==> src/rtl/alw_pkg.sv <==
// Shared types and constants for the antialiased line stepper.
// No dependencies; imported by alw_div, antialiased_line_stepper and tb.
package alw_pkg;

    // Command codes carried in the slave-side tuser bit
    localparam logic CMD_START   = 1'b0;
    localparam logic CMD_ADVANCE = 1'b1;

    // Pixel intensity
    localparam int unsigned LEVEL_BITS = 8;
    localparam logic [LEVEL_BITS-1:0] FULL_LEVEL = 8'd255;

    // Sequencer states, one-hot
    typedef enum logic [2:0] {
        S_IDLE  = 3'b001,
        S_SETUP = 3'b010,
        S_DIV   = 3'b100
    } t_state;

    // Divider status towards the sequencer
    typedef struct packed {
        logic busy;
        logic done;
    } t_div_stat;

endpackage

==> src/rtl/alw_div.sv <==
// Bit-serial restoring divider for the line gradient: (a << FB) / d, a <= d.
// One quotient bit per cycle, FB+1 quotient bits in all. Depends on alw_pkg.
module alw_div #(
    parameter int unsigned CB = 11,
    parameter int unsigned FB = 16
) (
    input  logic                 i_clk,
    input  logic                 i_rst_n,
    input  logic                 i_start,
    input  logic [CB-1:0]        i_dividend,
    input  logic [CB-1:0]        i_divisor,
    output alw_pkg::t_div_stat   o_stat,
    output logic [FB:0]          o_quot
);
    import alw_pkg::*;

    localparam int unsigned CNT_BITS = $clog2(FB + 2);
    localparam logic [CNT_BITS-1:0] STEPS = CNT_BITS'(FB + 1);

    logic [CB:0]         r_rem, n_rem;
    logic [CB-1:0]       r_dvs;
    logic [FB:0]         r_quot, n_quot;
    logic [CNT_BITS-1:0] r_cnt, n_cnt;
    logic                r_busy, n_busy;
    logic                r_done, n_done;

    logic [CB+1:0]       diff;
    logic                qbit;
    logic [CB:0]         kept;

    // one trial subtraction per cycle
    assign diff = {1'b0, r_rem} - {2'b00, r_dvs};
    assign qbit = ~diff[CB+1];
    assign kept = qbit ? diff[CB:0] : r_rem;

    always_comb begin
        n_rem  = r_rem;
        n_quot = r_quot;
        n_cnt  = r_cnt;
        n_busy = r_busy;
        n_done = 1'b0;
        if (i_start) begin
            n_rem  = {1'b0, i_dividend};
            n_quot = '0;
            n_cnt  = STEPS;
            n_busy = 1'b1;
        end else if (r_busy) begin
            // remainder stays below the divisor, so the shift cannot overflow
            n_rem  = {kept[CB-1:0], 1'b0};
            n_quot = {r_quot[FB-1:0], qbit};
            n_cnt  = r_cnt - 1'b1;
            if (r_cnt == CNT_BITS'(1)) begin
                n_busy = 1'b0;
                n_done = 1'b1;
            end
        end
    end

    always_ff @(posedge i_clk) begin
        if (!i_rst_n) begin
            r_cnt  <= '0;
            r_busy <= 1'b0;
            r_done <= 1'b0;
        end else begin
            r_cnt  <= n_cnt;
            r_busy <= n_busy;
            r_done <= n_done;
        end
    end

    // datapath, no reset
    always_ff @(posedge i_clk) begin
        r_rem  <= n_rem;
        r_quot <= n_quot;
        if (i_start) begin
            r_dvs <= i_divisor;
        end
    end

    assign o_stat.busy = r_busy;
    assign o_stat.done = r_done;
    assign o_quot      = r_quot;

endmodule

==> src/rtl/antialiased_line_stepper.sv <==
// Antialiased line stepper: one column of two weighted pixels per advance word.
// Advance: accepted every cycle while the output register is free or being
// drained; its column is registered into the output register, ready in the next cycle.
// Start: no word is taken during the setup state, the FRAC_BITS+1 divider steps and the
// load of the gradient; a zero-length line blocks only for the setup state.
// Synchronous active-low reset clears the sequencer, output valid and line state.
module antialiased_line_stepper #(
    parameter int unsigned COORD_BITS = 11,
    parameter int unsigned FRAC_BITS  = 16
) (
    input  logic i_clk,
    input  logic i_rst_n,
    // slave side: tdata = start_x, start_y, end_x, end_y (low to high)
    input  logic                                  i_s_tvalid,
    output logic                                  o_s_tready,
    input  logic [((4*COORD_BITS+7)/8)*8-1:0]     i_s_tdata,
    // tuser = command
    input  logic                                  i_s_tuser,
    // master side: tdata = near_px, near_py, near_level, far_px, far_py, far_level
    output logic                                  o_m_tvalid,
    input  logic                                  i_m_tready,
    output logic [((4*COORD_BITS+18+7)/8)*8-1:0]  o_m_tdata,
    // tlast = last_column
    output logic                                  o_m_tlast
);
    import alw_pkg::*;

    localparam int unsigned CB       = COORD_BITS;
    localparam int unsigned FB       = FRAC_BITS;
    localparam int unsigned ACC_BITS = CB + FB;
    localparam int unsigned IN_W     = ((4*CB+7)/8)*8;
    localparam int unsigned OUT_W    = ((4*CB+18+7)/8)*8;
    localparam int unsigned PAY_W    = 4*CB + 2 + 2*LEVEL_BITS;

    // sequencer and line state
    t_state              r_state, n_state;
    logic [CB-1:0]       r_ax, r_ay, r_bx, r_by;
    logic [CB-1:0]       r_major_pos, n_major_pos;
    logic [CB-1:0]       r_major_end, n_major_end;
    logic [ACC_BITS-1:0] r_minor_accum, n_minor_accum;
    logic [FB+1:0]       r_slope, n_slope;
    logic                r_steep, n_steep;
    logic                r_dy_neg, n_dy_neg;
    logic                r_line_active, n_line_active;

    // output register
    logic                r_out_valid, n_out_valid;
    logic [PAY_W-1:0]    r_out_data, n_out_data;
    logic                r_out_last, n_out_last;

    logic                in_fire, out_free, adv_fire;

    assign out_free   = ~r_out_valid | i_m_tready;
    assign o_s_tready = (r_state == S_IDLE) & out_free;
    assign in_fire    = i_s_tvalid & o_s_tready;
    assign adv_fire   = in_fire & (i_s_tuser == CMD_ADVANCE) & r_line_active;

    // setup: steepness, axis swap and endpoint ordering
    logic signed [CB:0] sdx, sdy, odx, ody;
    logic [CB-1:0]      adx, ady;
    logic               steep;
    logic [CB-1:0]      p0, q0, p1, q1;
    logic               swap_ends;
    logic [CB-1:0]      maj0, min0, maj1, min1;

    assign sdx   = $signed({1'b0, r_bx}) - $signed({1'b0, r_ax});
    assign sdy   = $signed({1'b0, r_by}) - $signed({1'b0, r_ay});
    assign adx   = sdx[CB] ? CB'(-sdx) : sdx[CB-1:0];
    assign ady   = sdy[CB] ? CB'(-sdy) : sdy[CB-1:0];
    assign steep = ady > adx;

    assign p0 = steep ? r_ay : r_ax;
    assign q0 = steep ? r_ax : r_ay;
    assign p1 = steep ? r_by : r_bx;
    assign q1 = steep ? r_bx : r_by;
    assign swap_ends = p0 > p1;
    assign maj0 = swap_ends ? p1 : p0;
    assign min0 = swap_ends ? q1 : q0;
    assign maj1 = swap_ends ? p0 : p1;
    assign min1 = swap_ends ? q0 : q1;

    assign odx = $signed({1'b0, maj1}) - $signed({1'b0, maj0});
    assign ody = $signed({1'b0, min1}) - $signed({1'b0, min0});

    // serial gradient divider
    t_div_stat     div_stat;
    logic [FB:0]   div_quot;
    logic          div_start;
    logic [CB-1:0] div_num;

    assign div_start = (r_state == S_SETUP) & (odx != '0);
    assign div_num   = ody[CB] ? CB'(-ody) : ody[CB-1:0];

    alw_div #(
        .CB (CB),
        .FB (FB)
    ) u_div (
        .i_clk      (i_clk),
        .i_rst_n    (i_rst_n),
        .i_start    (div_start),
        .i_dividend (div_num),
        .i_divisor  (odx[CB-1:0]),
        .o_stat     (div_stat),
        .o_quot     (div_quot)
    );

    // column: floor, fraction and levels
    logic [CB-1:0]      fl;
    logic [FB-1:0]      frac;
    logic [FB+7:0]      prod;
    logic [7:0]         far_lvl, near_lvl;
    logic [CB:0]        fl_up, maj_w;
    logic               last;

    assign fl       = r_minor_accum[ACC_BITS-1:FB];
    assign frac     = r_minor_accum[FB-1:0];
    // frac * 255 as (frac << 8) - frac
    assign prod     = {frac, 8'h00} - {8'h00, frac};
    assign far_lvl  = prod[FB+7:FB];
    assign near_lvl = FULL_LEVEL - far_lvl;
    assign fl_up    = {1'b0, fl} + 1'b1;
    assign maj_w    = {1'b0, r_major_pos};
    assign last     = r_major_pos == r_major_end;

    always_comb begin
        n_state       = r_state;
        n_major_pos   = r_major_pos;
        n_major_end   = r_major_end;
        n_minor_accum = r_minor_accum;
        n_slope       = r_slope;
        n_steep       = r_steep;
        n_dy_neg      = r_dy_neg;
        n_line_active = r_line_active;
        n_out_valid   = r_out_valid & ~i_m_tready;
        n_out_data    = r_out_data;
        n_out_last    = r_out_last;

        case (r_state)
            S_IDLE: begin
                if (in_fire && i_s_tuser == CMD_START) begin
                    n_state = S_SETUP;
                end
                if (adv_fire) begin
                    n_out_valid = 1'b1;
                    n_out_last  = last;
                    if (r_steep) begin
                        n_out_data = {far_lvl, maj_w, fl_up, near_lvl, r_major_pos, fl};
                    end else begin
                        n_out_data = {far_lvl, fl_up, maj_w, near_lvl, fl, r_major_pos};
                    end
                    if (last) begin
                        n_line_active = 1'b0;
                    end else begin
                        n_major_pos   = r_major_pos + 1'b1;
                        n_minor_accum = r_minor_accum
                                      + {{(ACC_BITS-FB-2){r_slope[FB+1]}}, r_slope};
                    end
                end
            end
            S_SETUP: begin
                n_steep       = steep;
                n_major_pos   = maj0;
                n_major_end   = maj1;
                n_minor_accum = {min0, {FB{1'b0}}};
                n_dy_neg      = ody[CB];
                n_line_active = 1'b1;
                if (odx == '0) begin
                    n_slope = (FB+2)'(1) << FB;
                    n_state = S_IDLE;
                end else begin
                    n_state = S_DIV;
                end
            end
            S_DIV: begin
                if (div_stat.done) begin
                    n_slope = r_dy_neg ? (FB+2)'(-{1'b0, div_quot})
                                       : {1'b0, div_quot};
                    n_state = S_IDLE;
                end
            end
            default: begin
                n_state = S_IDLE;
            end
        endcase
    end

    always_ff @(posedge i_clk) begin
        if (!i_rst_n) begin
            r_state       <= S_IDLE;
            r_major_pos   <= '0;
            r_major_end   <= '0;
            r_minor_accum <= '0;
            r_slope       <= '0;
            r_steep       <= 1'b0;
            r_dy_neg      <= 1'b0;
            r_line_active <= 1'b0;
            r_out_valid   <= 1'b0;
        end else begin
            r_state       <= n_state;
            r_major_pos   <= n_major_pos;
            r_major_end   <= n_major_end;
            r_minor_accum <= n_minor_accum;
            r_slope       <= n_slope;
            r_steep       <= n_steep;
            r_dy_neg      <= n_dy_neg;
            r_line_active <= n_line_active;
            r_out_valid   <= n_out_valid;
        end
    end

    // endpoint latch and output payload, no reset
    always_ff @(posedge i_clk) begin
        r_out_data <= n_out_data;
        r_out_last <= n_out_last;
        if (in_fire && i_s_tuser == CMD_START) begin
            r_ax <= i_s_tdata[CB-1:0];
            r_ay <= i_s_tdata[2*CB-1:CB];
            r_bx <= i_s_tdata[3*CB-1:2*CB];
            r_by <= i_s_tdata[4*CB-1:3*CB];
        end
    end

    assign o_m_tvalid = r_out_valid;
    assign o_m_tdata  = OUT_W'(r_out_data);
    assign o_m_tlast  = r_out_last;

    // the endpoint bits above the packed fields are padding
    logic unused_pad;
    assign unused_pad = ^(i_s_tdata >> (4*CB));

    // divider result only arrives while the sequencer waits for it
    a_div_done_in_div: assert property (@(posedge i_clk) disable iff (!i_rst_n)
        div_stat.done |-> (r_state == S_DIV))
        else $error("divider finished outside the divide state");

    // an advance with no line in progress leaves nothing in the output register
    a_no_line_no_word: assert property (@(posedge i_clk) disable iff (!i_rst_n)
        (in_fire && i_s_tuser == CMD_ADVANCE && !r_line_active) |=> !o_m_tvalid)
        else $error("word produced with no line in progress");

    // gradient magnitude never exceeds one once the line is running
    a_slope_range: assert property (@(posedge i_clk) disable iff (!i_rst_n)
        (r_state == S_IDLE && r_line_active) |->
            ($signed(r_slope) <= $signed((FB+2)'(1) << FB) &&
             $signed(r_slope) >= -$signed((FB+2)'(1) << FB)))
        else $error("gradient out of range");

    // no word is taken while the gradient division is under way
    a_busy_no_accept: assert property (@(posedge i_clk) disable iff (!i_rst_n)
        div_stat.busy |-> !o_s_tready)
        else $error("input accepted during gradient division");

endmodule

==> config.mk <==
export PLATFORM = sky130hd
export DESIGN_NAME = antialiased_line_stepper
export DESIGN_NICKNAME = d
export VERILOG_FILES = /design/src/rtl/alw_pkg.sv /design/src/rtl/alw_div.sv /design/src/rtl/antialiased_line_stepper.sv
export SDC_FILE = /design/constraint.sdc
export NUM_CORES = 1
export LEC_CHECK = 0
export ABC_AREA = 1
export BUFFER_PORTS_ARGS = -buffer_cell sky130_fd_sc_hd__buf_2
export CAP_MARGIN = 20
export CORE_AREA = 2 2 170 172
export DETAILED_ROUTE_END_ITERATION = 16
export DIE_AREA = 0 0 172 174
export PLACE_DENSITY = 0.75
export RECOVER_POWER = 50
export SYNTH_ARGS = -nofsm -noshare
export SYNTH_HDL_FRONTEND = slang
export SYNTH_SLANG_ARGS = --single-unit
export TNS_END_PERCENT = 1
==> constraint.sdc <==
create_clock -name i_clk -period 19.85 [get_ports i_clk]
set_input_delay 1.985 -clock i_clk [delete_from_list [all_inputs] [get_ports i_clk]]
set_output_delay 1.985 -clock i_clk [all_outputs]
set_load 0.01 [all_outputs]
==> summary.md, run 1 <==
| Metric | Value |
|---|---|
| Final Wtd Congestion | 0.959 |
| Initial core utilization | 53.8% |
| Cell taking the most area after synthesis | edfxtp_1 |
| Bufs and invs on worst path | 5 |
| Cell area after synthesis | about 15000 um^2 |
| Nets@finish | ~2300 |
| Global-route wire length before repair | between 50000 and 60000 um |
| CP Capture Type | flip-flop |
| Asr flop ratio synth | 0% |
| Synth-to-Final Area Change | 10.4% |
| Req. time, crit path | between 20 and 25 ns |
| GRT Util Overall | between 20% and 30% |
| Vias per Instance | around 5.3 |
| Core Area | about 28000 um^2 |
| Main flop type after synthesis | edfxtp_1 |
| Min-delay worst type | flip-flop to flip-flop |
| Clock skew | ~0.021 ns |
| Max-Cap Viols | 3 |
| TNS Setup | 0 ns |
| Final setup vio count | 0 |
| Hold Vio Cnt, Final | 0 |
| Longest Clk Path Bufs | 3 |
| Finished Layout Cells | between 2000 and 3000 |
| Yosys cell types | 53 |
| Die Y | roughly 170 um |
| Least-Margin Pin Slew | between 2 and 3 ns |
| ANT nets after route | 0 |
| Post-CTS sizing | 0 |
| Most frequent CP cell | a21oi_1 |
| Top-count cell post-synth | nand2_1 |
| TritonCTS buffer count | 25 |
| Top delay family on crit path | compound AO/OA/AOI/OAI gates |
| Total power | ~2900 uW |
| Worst VDD drop | roughly 0.00016 V |
| Final number of max-transition violations | about 120 |
| Post-synth EDFFs | 129 |
| Max FO, Critical Path | between 80 and 90 |
| Drt total wl | about 36000 um |
| Failing checks | capacitance limit, slew limit |
| TritonCTS clock tree | built |
| Worst path slowest cell | a21oi_1 |
| Synth Register Bits | 228 |
| Clock transition at path regs | ~0.060 ns |
| Fin crit period | 10.63 ns |
| H-tree Lvls | 1 |
| CP max stage delay | around 0.60 ns |
| Vias in the first global route | roughly 12000 |
| Syn_area_per_cell | about 7.5 um^2 |
| Top cells by area, synth | edfxtp_1, dfxtp_1, nand2_1 |
| Via count | 13152 |
| Max_slew headroom | -70.4% |
| Skew-Pair Late Insertion Delay | around 0.55 ns |
| WP data arrival | between 10 and 15 ns |
| Fmax | ~94 MHz |
| Hold_buf cts | 0 |
| Cell Rows | 62 |
| Mapped Cells | between 2000 and 2500 |
| Die ar. | approximately 30000 um^2 |
| I/O pin cnt | 120 |
| Leak | roughly 0.0075 uW |
| Drt drc | 0 |
| RSZ-0062 raised after global routing | no |
| Die X | ~170 um |
| Post-CTS setup buffer count | 0 |
| Avg WL per Cell | approximately 14 um |
| Setup CP Type | flip-flop to flip-flop |
| Initial DRC Count | 849 |
| Synth warn | 0 |
| Hpwl dp | approximately 27000 um |
| Register area share after synthesis | 38.5% |
| GRT overflow | 0 |
| CTS sink count | ~230 |
| Status | finished with violations |
| Synth top area share | 25.5% |
| Pwr dens | approximately 170 nW/um^2 |
| Port Buffer Count | 113 |
| CTS root buf | clkbuf_16 |
| Dpl cells | 2456 |
| Part of the cycle the worst path needs | roughly 54% |
| Initial antenna violation count | 1 |
| DRT Pass-1 Iters | 5 |
| Layout cells sized above 1 | 6.46% |
| Pin count of the biggest net entering global routing | 90 |
| Startpoint type of the worst setup path | flip-flop |
| Ant diodes | 0 |
| Fillers | 2605 |
| Top cells by count, synth | nand2_1, inv_1, o21ai_0, nor2_1, a21oi_1 |
-- worst reg2reg max path, delay by kind of cell, from the launching register on --
kind / cells / cell delay (ns)
buf+inv: 5 / 0.53
xor+xnor: 2 / 0.37
simple gates: 14 / 2.45
fa+ha+maj: 4 / 1.45
flops: 1 / 0.40
compound gates: 24 / 5.19
-- metal layers --
metal / wire [um] / track usage [%] / vias up
met4: 1190 / 8.02 / 0
met2: 16700 / 41.1 / 337
met3: 1900 / 3.37 / 70
met1: 16200 / 31.7 / 5952
met5: 0 / 0 / -
li1: - / - / 6793
-- metrics by stage --
step,hold WS (ns),utilization (%),worst slack (ns),area (um^2)
after CTS,0.470,59.6,9.26,16800
after global routing,0.513,59.4,8.11,16800
after floorplan,0.437,-,11.11,15200
final,0.470,59.4,9.22,16800
after global placement,0.457,56.7,9.62,16000
after detailed placement,0.461,56.7,9.38,16000
-- power by group --
group          leakage, uW  internal [uW]  total [uW]  switching (uW)
logic              0.00512            595        1840            1250
clock network     0.000401            269         465             196
registers          0.00203            554         580            26.3
total              0.00755           1420        2890            1470
-- cells by family (layout without fill, tap and decap cells) --
group / count (synthesis) / count (layout) / synth area share (%)
buffers and inverters: 350 / 453 / 9.08
xor gates and xnor gates: 101 / 101 / 5.82
and+or+nand+nor: 790 / 790 / 21.8
adders and majority gates: 112 / 112 / 9.47
other: 1 / 2 / 0.0247
DFF: 228 / 228 / 38.5
muxes: 2 / 2 / 0.140
AOI/OAI and AO/OA: 432 / 432 / 15.2
-- sequential cells by signal, indices dropped and copies added, names as in the netlist, 3 cells and up --
name           count
u_div.o_quot      17
r_minor_accum     27
r_out_data        62
r_ax              11
r_ay              11
u_div.r_rem       12
u_div.r_dvs       11
r_by              11
r_major_end       11
r_major_pos       11
r_state            3
u_div.r_cnt        5
r_slope           18
r_bx              11
-- path summary, 6_finish.rpt --
| kind | startpoint | endpoint | slack, ns | depth (start not counted) |
|---|---|---|---|---|
| hold / removal | u_div.r_rem[11] | u_div.r_rem[11] | 0.47 | 2 |
| setup reg to reg | r_ax[2] | u_div.r_rem[9] | 9.22 | 49 |
| hold reg to reg | u_div.r_rem[11] | u_div.r_rem[11] | 0.47 | 2 |
| setup / recovery | r_ax[2] | u_div.r_rem[9] | 9.22 | 49 |
-- final cells by class --
| type | count | area [um^2] | area share (%) |
|---|---|---|---|
| inverters | 284 | 1070 | 6.35 |
| clock buffers | 30 | 666 | 3.97 |
| multi-input cells | 1439 | 7980 | 47.5 |
| well taps | 384 | 480 | 2.86 |
| clock inverters | 16 | 164 | 0.977 |
| flip-flops and latches | 228 | 5860 | 34.9 |
| repair buffers | 123 | 576 | 3.43 |
-- cells in the final DEF, fill, tap and decap left out, types with 3 or more instances in the layout --
master	n
or2_2	4
ha_1	107
nand4_1	10
a31oi_1	5
o21ai_1	10
o21a_1	8
nand3_1	79
inv_2	8
nor2_1	180
edfxtp_1	129
nand2_1	445
nand2_2	13
a21oi_1	140
nor4_1	5
buf_4	5
o21bai_1	14
clkbuf_16	26
nand2_4	3
nand3b_1	6
o22ai_1	5
a211oi_1	4
fa_1	5
clkinv_2	5
nor2_4	3
nor3_1	32
o21ai_0	230
buf_2	48
xnor2_1	17
clkbuf_1	72
clkinv_1	4
xor2_1	84
inv_1	274
dfxtp_1	99
clkinvlp_4	3
Power figures use the tool's default switching activity.
==> run 2, diff against run 1 <==
- ABC_AREA: 1 -> 0
- CORE_AREA: 2 2 170 172 -> 2 2 172 174
- DIE_AREA: 0 0 172 174 -> 0 0 174 176
- clock period: 19.85 -> 10.6 ns (I/O delays scaled with it)
==> summary.md, run 2 <==
| Metric | Value |
|---|---|
| Status | finished with violations (unchanged) |
| Failing checks | capacitance limit, slew limit (unchanged) |
| Longest Clk Path Bufs | 3 (unchanged) |
| Startpoint type of the worst setup path | flip-flop (unchanged) |
| WP data arrival | 10.18 ns (was 10.91 ns) |
| Vias in the first global route | 11999 (was 12300) |
| Part of the cycle the worst path needs | 93.6% (was 53.6%) |
| Main flop type after synthesis | edfxtp_1 (unchanged) |
| Worst r2r src | r_ax[1] (was r_ax[2]) |
| Cell area after synthesis | 15600 um^2 (was 15200 um^2) |
| Fmax | 101 MHz (was 94.0 MHz) |
| Min-delay worst type | flip-flop to flip-flop (unchanged) |
| Die Y | 176 um (was 174 um) |
| Top-count cell post-synth | nand2_1 (unchanged) |
| Via count | 12871 (was 13152) |
| Ant diodes | 0 (unchanged) |
| R2R setup slack | 0.68 ns (was 9.22 ns) |
| Max FO, Critical Path | 43 (was 89) |
| Worst VDD drop | 0.000294 V (was 0.000161 V) |
| Synth Register Bits | 228 (unchanged) |
| Global-route wire length before repair | 60100 um (was 58800 um) |
| Req. time, crit path | 10.87 ns (was 20.13 ns) |
| Avg WL per Cell | 16.7 um (was 14.4 um) |
| Hold EP | r_major_end[10] (was u_div.r_rem[11]) |
| TritonCTS clock tree | built (unchanged) |
| Synth top area share | 24.9% (was 25.5%) |
| Hold Crit Start | r_major_end[10] (was u_div.r_rem[11]) |
| Top cells by count, synth | nand2_1, edfxtp_1, o21ai_0, inv_1, nor2_1 (was nand2_1, inv_1, o21ai_0, nor2_1, a21oi_1) |
| Biggest regs | r_out_data (62), r_minor_accum (27), r_slope (18) (unchanged) |
| Worst Hold Depth | 2 (unchanged) |
| Reg2Reg Depth | 45 (was 49) |
| Yosys cell types | 86 (was 53) |
| Vias per Instance | 5.74 (was 5.25) |
| TNS Setup | 0 ns (unchanged) |
| Top cells by area, synth | edfxtp_1, dfxtp_1, ha_1 (was edfxtp_1, dfxtp_1, nand2_1) |
| Worst path slowest cell | o21ai_0 (was a21oi_1) |
| Drt drc | 0 (unchanged) |
| I/O pin cnt | 120 (unchanged) |
| Leak | 0.00725 uW (was 0.00755 uW) |
| Most frequent cells in the layout | nand2_1, edfxtp_1, inv_1, o21ai_0, ha_1 (was nand2_1, inv_1, o21ai_0, nor2_1, a21oi_1) |
| GRT overflow | 0 (unchanged) |
| Drt total wl | 37400 um (was 36000 um) |
| Initial antenna violation count | 0 (was 1) |
| Initial DRC Count | 869 (was 849) |
| Largest Register | r_out_data (unchanged) |
| CP max stage delay | 0.62 ns (was 0.60 ns) |
| Setup WS pre-CTS | 0.324 ns (was 9.38 ns) |
| Reg-to-Reg End | u_div.r_rem[10] (was u_div.r_rem[9]) |
| CP Capture Type | flip-flop (unchanged) |
| Pwr dens | 313 nW/um^2 (was 172 nW/um^2) |
| Seq. cell area | 5860 um^2 (unchanged) |
| Setup CP Type | flip-flop to flip-flop (unchanged) |
| Final setup margin | 0.683 ns (was 9.22 ns) |
| Largest register FFs | 62 (unchanged) |
| ANT nets after route | 0 (unchanged) |
| Syn_area_per_cell | 9.00 um^2 (was 7.54 um^2) |
| Fin crit period | 9.92 ns (was 10.63 ns) |
| Post-synth EDFFs | 129 (unchanged) |
| Cell Rows | 62 (unchanged) |
| CTS sink count | 228 (unchanged) |
| Hold Vio Cnt, Final | 0 (unchanged) |
| DRT Pass-1 Iters | 5 (unchanged) |
| Asr flop ratio synth | 0% (unchanged) |
| Cell taking the most area after synthesis | edfxtp_1 (unchanged) |
| Final setup vio count | 0 (unchanged) |
| H-tree Lvls | 1 (unchanged) |
| Multi-input logic area | 9020 um^2 (was 7980 um^2) |
| CTS root buf | clkbuf_16 (unchanged) |
| Synth warn | 0 (unchanged) |
| Clock skew | 0.0341 ns (was 0.0211 ns) |
| Synth-to-Final Area Change | 12.8% (was 10.4%) |
| Commonest non-fill, non-tap cell in the layout | nand2_1 (unchanged) |
| Layout cells sized above 1 | 12.7% (was 6.46%) |
| Hpwl dp | 27600 um (was 27500 um) |
| Final number of max-transition violations | 218 (was 119) |
| Max_slew headroom | -104% (was -70.4%) |
| Register area share after synthesis | 37.6% (was 38.5%) |
| Die ar. | 30600 um^2 (was 29900 um^2) |
| Core Area | 28500 um^2 (was 28200 um^2) |
| Nets@finish | 2004 (was 2266) |
| Most frequent CP cell | o21ai_0 (was a21oi_1) |
| Mapped Cells | 1730 (was 2016) |
| Die X | 174 um (was 172 um) |
| Max-Cap Viols | 4 (was 3) |
| TritonCTS buffer count | 26 (was 25) |
| Fillers | 2409 (was 2605) |
| Clock transition at path regs | 0.06 ns (about the same) |
| Least-Margin Pin Slew | 3.07 ns (was 2.56 ns) |
| GRT Util Overall | 23.8% (was 24.2%) |
| Pin count of the biggest net entering global routing | 65 (was 90) |
| Hold_buf cts | 0 (unchanged) |
| Initial core utilization | 54.6% (was 53.8%) |
| Skew-Pair Late Insertion Delay | 0.55 ns (about the same) |
| Port Buffer Count | 113 (unchanged) |
| Final Wtd Congestion | 0.890 (was 0.959) |
==> run 2: worst max-delay path by stage <==
stage | to | startpoint | depth (start not counted)
floorplan | u_div.r_rem[10] | r_ax[1] | 52
global placement | u_div.r_rem[10] | r_ay[1] | 48
detailed placement | u_div.r_rem[10] | r_ax[1] | 48
CTS | u_div.r_rem[10] | r_ax[1] | 48
global route | u_div.r_rem[10] | r_ax[1] | 49
finish | u_div.r_rem[10] | r_ax[1] | 45
==> run 2: metal layers <==
metal	track usage (%)	wire, um
met5	0	0
met4	8.40	1170
met3	2.67	1910
met2	40.1	17300
met1	31.9	17100
==> run 2: metrics by stage <==
step | total power (uW) | instances | hold WS, ns | util [%] | area (um^2)
after floorplan | 3450 | 1731 | 0.443 | - | 15600
after global placement | 4360 | 2185 | 0.452 | 58.2 | 16600
after detailed placement | 4420 | 2185 | 0.457 | 58.2 | 16600
after CTS | 5370 | 2233 | 0.463 | 61.4 | 17500
after global routing | 5890 | 2243 | 0.477 | 61.5 | 17600
final | 5490 | 2243 | 0.462 | 61.5 | 17600
==> run 2: where the power goes <==
group	leakage, uW	total, uW	internal, uW	switching (uW)
clock network	0.000434	914	539	375
registers	0.00200	1020	992	23.3
logic	0.00481	3560	1450	2120
total	0.00725	5490	2980	2520
==> run 2: cell families (layout without fill, tap and decap cells) <==
logic type | Yosys count | count (layout) | synth area share [%]
AOI/OAI and AO/OA | 431 | 431 | 17.6
xor gates and xnor gates | 134 | 134 | 7.53
adders and majority gates | 118 | 118 | 9.62
buffers and inverters | 202 | 328 | 5.21
DFF | 228 | 228 | 37.6
muxes | 81 | 81 | 5.63
other | 1 | 2 | 0.0241
and+or+nand+nor | 535 | 537 | 16.7
==> run 2: area by class of cell <==
class | instances | share of cell area, %
tap | 384 | 2.73
inverter | 117 | 2.50
clock buffer | 37 | 4.61
clock inverter | 11 | 0.498
sequential | 228 | 33.3
timing repair buffer | 163 | 4.99
multi-input combinational | 1303 | 51.3
==> run 2: repair_timing <==
action                     in CTS  in global routing
setup endpoints to repair       0                 70
setup buffers                   0                  8
gates resized for setup         0                 24
==> run 2: worst max-delay path: cells and delay by family, from the launching register on <==
family | cells | cell delay [ns]
flops | 1 | 0.39
fa+ha+maj | 4 | 1.15
simple gates | 9 | 1.36
buf+inv | 6 | 1.35
compound gates | 22 | 4.55
xor+xnor | 2 | 0.40
mux | 2 | 0.41
==> run 3, diff against run 2 <==
- clock period: 10.6 -> 12 ns (I/O delays scaled with it)
==> summary.md, run 3 (synthesized netlist as in run 2, its figures left out) <==
| Metric | Value |
|---|---|
| Status | finished with violations (unchanged) |
| Failing checks | capacitance limit, slew limit (unchanged) |
| Req. time, crit path | 12.29 ns (was 10.87 ns) |
| Initial antenna violation count | 0 (unchanged) |
| Initial DRC Count | 847 (was 869) |
| Reg2Reg Depth | 48 (was 45) |
| Pin count of the biggest net entering global routing | 65 (unchanged) |
| Bufs and invs on worst path | 4 (was 6) |
| Finished Layout Cells | 2213 (was 2243) |
| Synth-to-Final Area Change | 10.4% (was 12.8%) |
| Leak | 0.00705 uW (was 0.00725 uW) |
| Final core utilization | 60.3% (was 61.5%) |
| Skew-Pair Late Insertion Delay | 0.56 ns (was 0.55 ns) |
| Final setup vio count | 0 (unchanged) |
| Ant diodes | 0 (unchanged) |
| Fmax | 90.4 MHz (was 101 MHz) |
| Hold Vio Cnt, Final | 0 (unchanged) |
| Worst VDD drop | 0.000262 V (was 0.000294 V) |
| Top delay family on crit path | compound AO/OA/AOI/OAI gates (unchanged) |
| CTS sink count | 228 (unchanged) |
| Avg WL per Cell | 16.9 um (was 16.7 um) |
| Clock skew | 0.0155 ns (was 0.0341 ns) |
| Global-route wire length before repair | 60100 um (about the same) |
| Max-Cap Viols | 4 (unchanged) |
| H-tree Lvls | 1 (unchanged) |
| ANT nets after route | 0 (unchanged) |
| Max_slew headroom | -107% (was -104%) |
| Final setup margin | 0.942 ns (was 0.683 ns) |
| Most frequent cells in the layout | nand2_1, edfxtp_1, o21ai_0, inv_1, ha_1 (was nand2_1, edfxtp_1, inv_1, o21ai_0, ha_1) |
| Most frequent CP cell | o21ai_0 (unchanged) |
| Post-CTS setup buffer count | 0 (unchanged) |
| Biggest regs | r_out_data (62), r_minor_accum (27), r_slope (18) (unchanged) |
| Port Buffer Count | 113 (unchanged) |
| GRT Util Overall | 23.7% (was 23.8%) |
| Setup WS pre-CTS | 0.616 ns (was 0.324 ns) |
| Vias per Instance | 5.77 (was 5.74) |
| Part of the cycle the worst path needs | 92.2% (was 93.6%) |
| Worst path slowest cell | nor2_4 (was o21ai_0) |
| CP Capture Type | flip-flop (unchanged) |
| Die ar. | 30600 um^2 (unchanged) |
| Commonest non-fill, non-tap cell in the layout | nand2_1 (unchanged) |
| Via count | 12780 (was 12871) |
| Final instance area | 17200 um^2 (was 17600 um^2) |
| CP max stage delay | 0.47 ns (was 0.62 ns) |
| Largest register FFs | 62 (unchanged) |
| Largest Register | r_out_data (unchanged) |
| DP Area | 16400 um^2 (was 16600 um^2) |
| Min-delay worst type | flip-flop to flip-flop (unchanged) |
| Hpwl dp | 27100 um (was 27600 um) |
| Layout cells sized above 1 | 10.5% (was 12.7%) |
| WP depth | 48 (was 45) |
| Final Wtd Congestion | 0.900 (was 0.890) |
| Worst Hold Depth | 2 (unchanged) |
| Cell Rows | 62 (unchanged) |
| Die Y | 176 um (unchanged) |
| Startpoint type of the worst setup path | flip-flop (unchanged) |
| Post-CTS sizing | 0 (unchanged) |
| Drt total wl | 37300 um (was 37400 um) |
| Die X | 174 um (unchanged) |
| Max FO, Critical Path | 45 (was 43) |
| Setup CP Type | flip-flop to flip-flop (unchanged) |
| Dpl cells | 2163 (was 2185) |
| GRT overflow | 0 (unchanged) |
| CTS root buf | clkbuf_16 (unchanged) |
| Pwr dens | 263 nW/um^2 (was 313 nW/um^2) |
| WHS | 0.460 ns (was 0.462 ns) |
| Drt drc | 0 (unchanged) |
| Longest Clk Path Bufs | 3 (unchanged) |
| Fin crit period | 11.06 ns (was 9.92 ns) |
| Clock transition at path regs | 0.06 ns (about the same) |
| Vias in the first global route | 12087 (was 11999) |
| Final number of max-transition violations | 217 (was 218) |
| WP data arrival | 11.35 ns (was 10.18 ns) |
| DRT Pass-1 Iters | 5 (unchanged) |
| I/O pin cnt | 120 (unchanged) |
| Initial core utilization | 54.6% (unchanged) |
| TritonCTS buffer count | 25 (was 26) |
| Hold_buf cts | 0 (unchanged) |
| Nets@finish | 1975 (was 2004) |
| Least-Margin Pin Slew | 3.10 ns (was 3.07 ns) |
| TritonCTS clock tree | built (unchanged) |
| Core Area | 28500 um^2 (unchanged) |
[run 3: cell count changes in the layout (fill, tap and decap cells not counted), moves of 3 or more]
cell       delta
buf_4        -29
o21ai_1       -8
o21ai_0       +7
clkbuf_1      +6
clkbuf_16     -5
clkbuf_8      -3
mux2i_1       +3
[run 3: worst paths after layout]
| kind | from | to | slack [ns] |
|---|---|---|---|
| worst max-delay path | r_ay[1] | u_div.r_rem[10] | 0.94 |
| worst min register to register | r_steep | r_steep | 0.46 |
| worst min-delay path | r_steep | r_steep | 0.46 |
| worst max register to register | r_ay[1] | u_div.r_rem[10] | 0.94 |
[run 3: stage by stage]
step / power [uW] / TNS (ns)
after floorplan: 3050 / 0
after global placement: 3650 / 0
after detailed placement: 3710 / 0
after CTS: 4480 / 0
after global routing: 4840 / -0.0178
final: 4530 / 0
[run 3: worst reg2reg max path: cells and delay by family (launching register included)]
kind | cells | cell delay [ns]
AOI/OAI and AO/OA | 28 | 6.07
xor gates and xnor gates | 2 | 0.37
adders and majority gates | 4 | 1.23
buffers and inverters | 4 | 0.88
DFF | 1 | 0.40
muxes | 1 | 0.11
and+or+nand+nor | 9 | 1.74
[run 3: layout make-up]
class | instances | area, um^2
Multi-Input combinational cell | 1303 | 8960
Clock buffer | 33 | 656
Sequential cell | 228 | 5860
Inverter | 117 | 439
Fill cell | 2509 | 11300
Timing Repair Buffer | 135 | 663
Tap cell | 384 | 480
Clock inverter | 13 | 144
[run 3: routing by layer]
layer  track usage [%]  up-vias  wire length (um)
li1                  -     6373                 -
met1              31.1     5925             16500
met2              40.4      408             17300
met3              4.01       74              2470
met4              7.14        0               999
met5                 0        -                 0
[run 3: power by group]
| part | leakage [uW] | internal (uW) | switching (uW) | total, uW |
|---|---|---|---|---|
| combinational | 0.00468 | 1090 | 1780 | 2870 |
| sequential | 0.00200 | 876 | 19.9 | 896 |
| clock | 0.000376 | 432 | 326 | 758 |
| total | 0.00705 | 2400 | 2130 | 4530 |
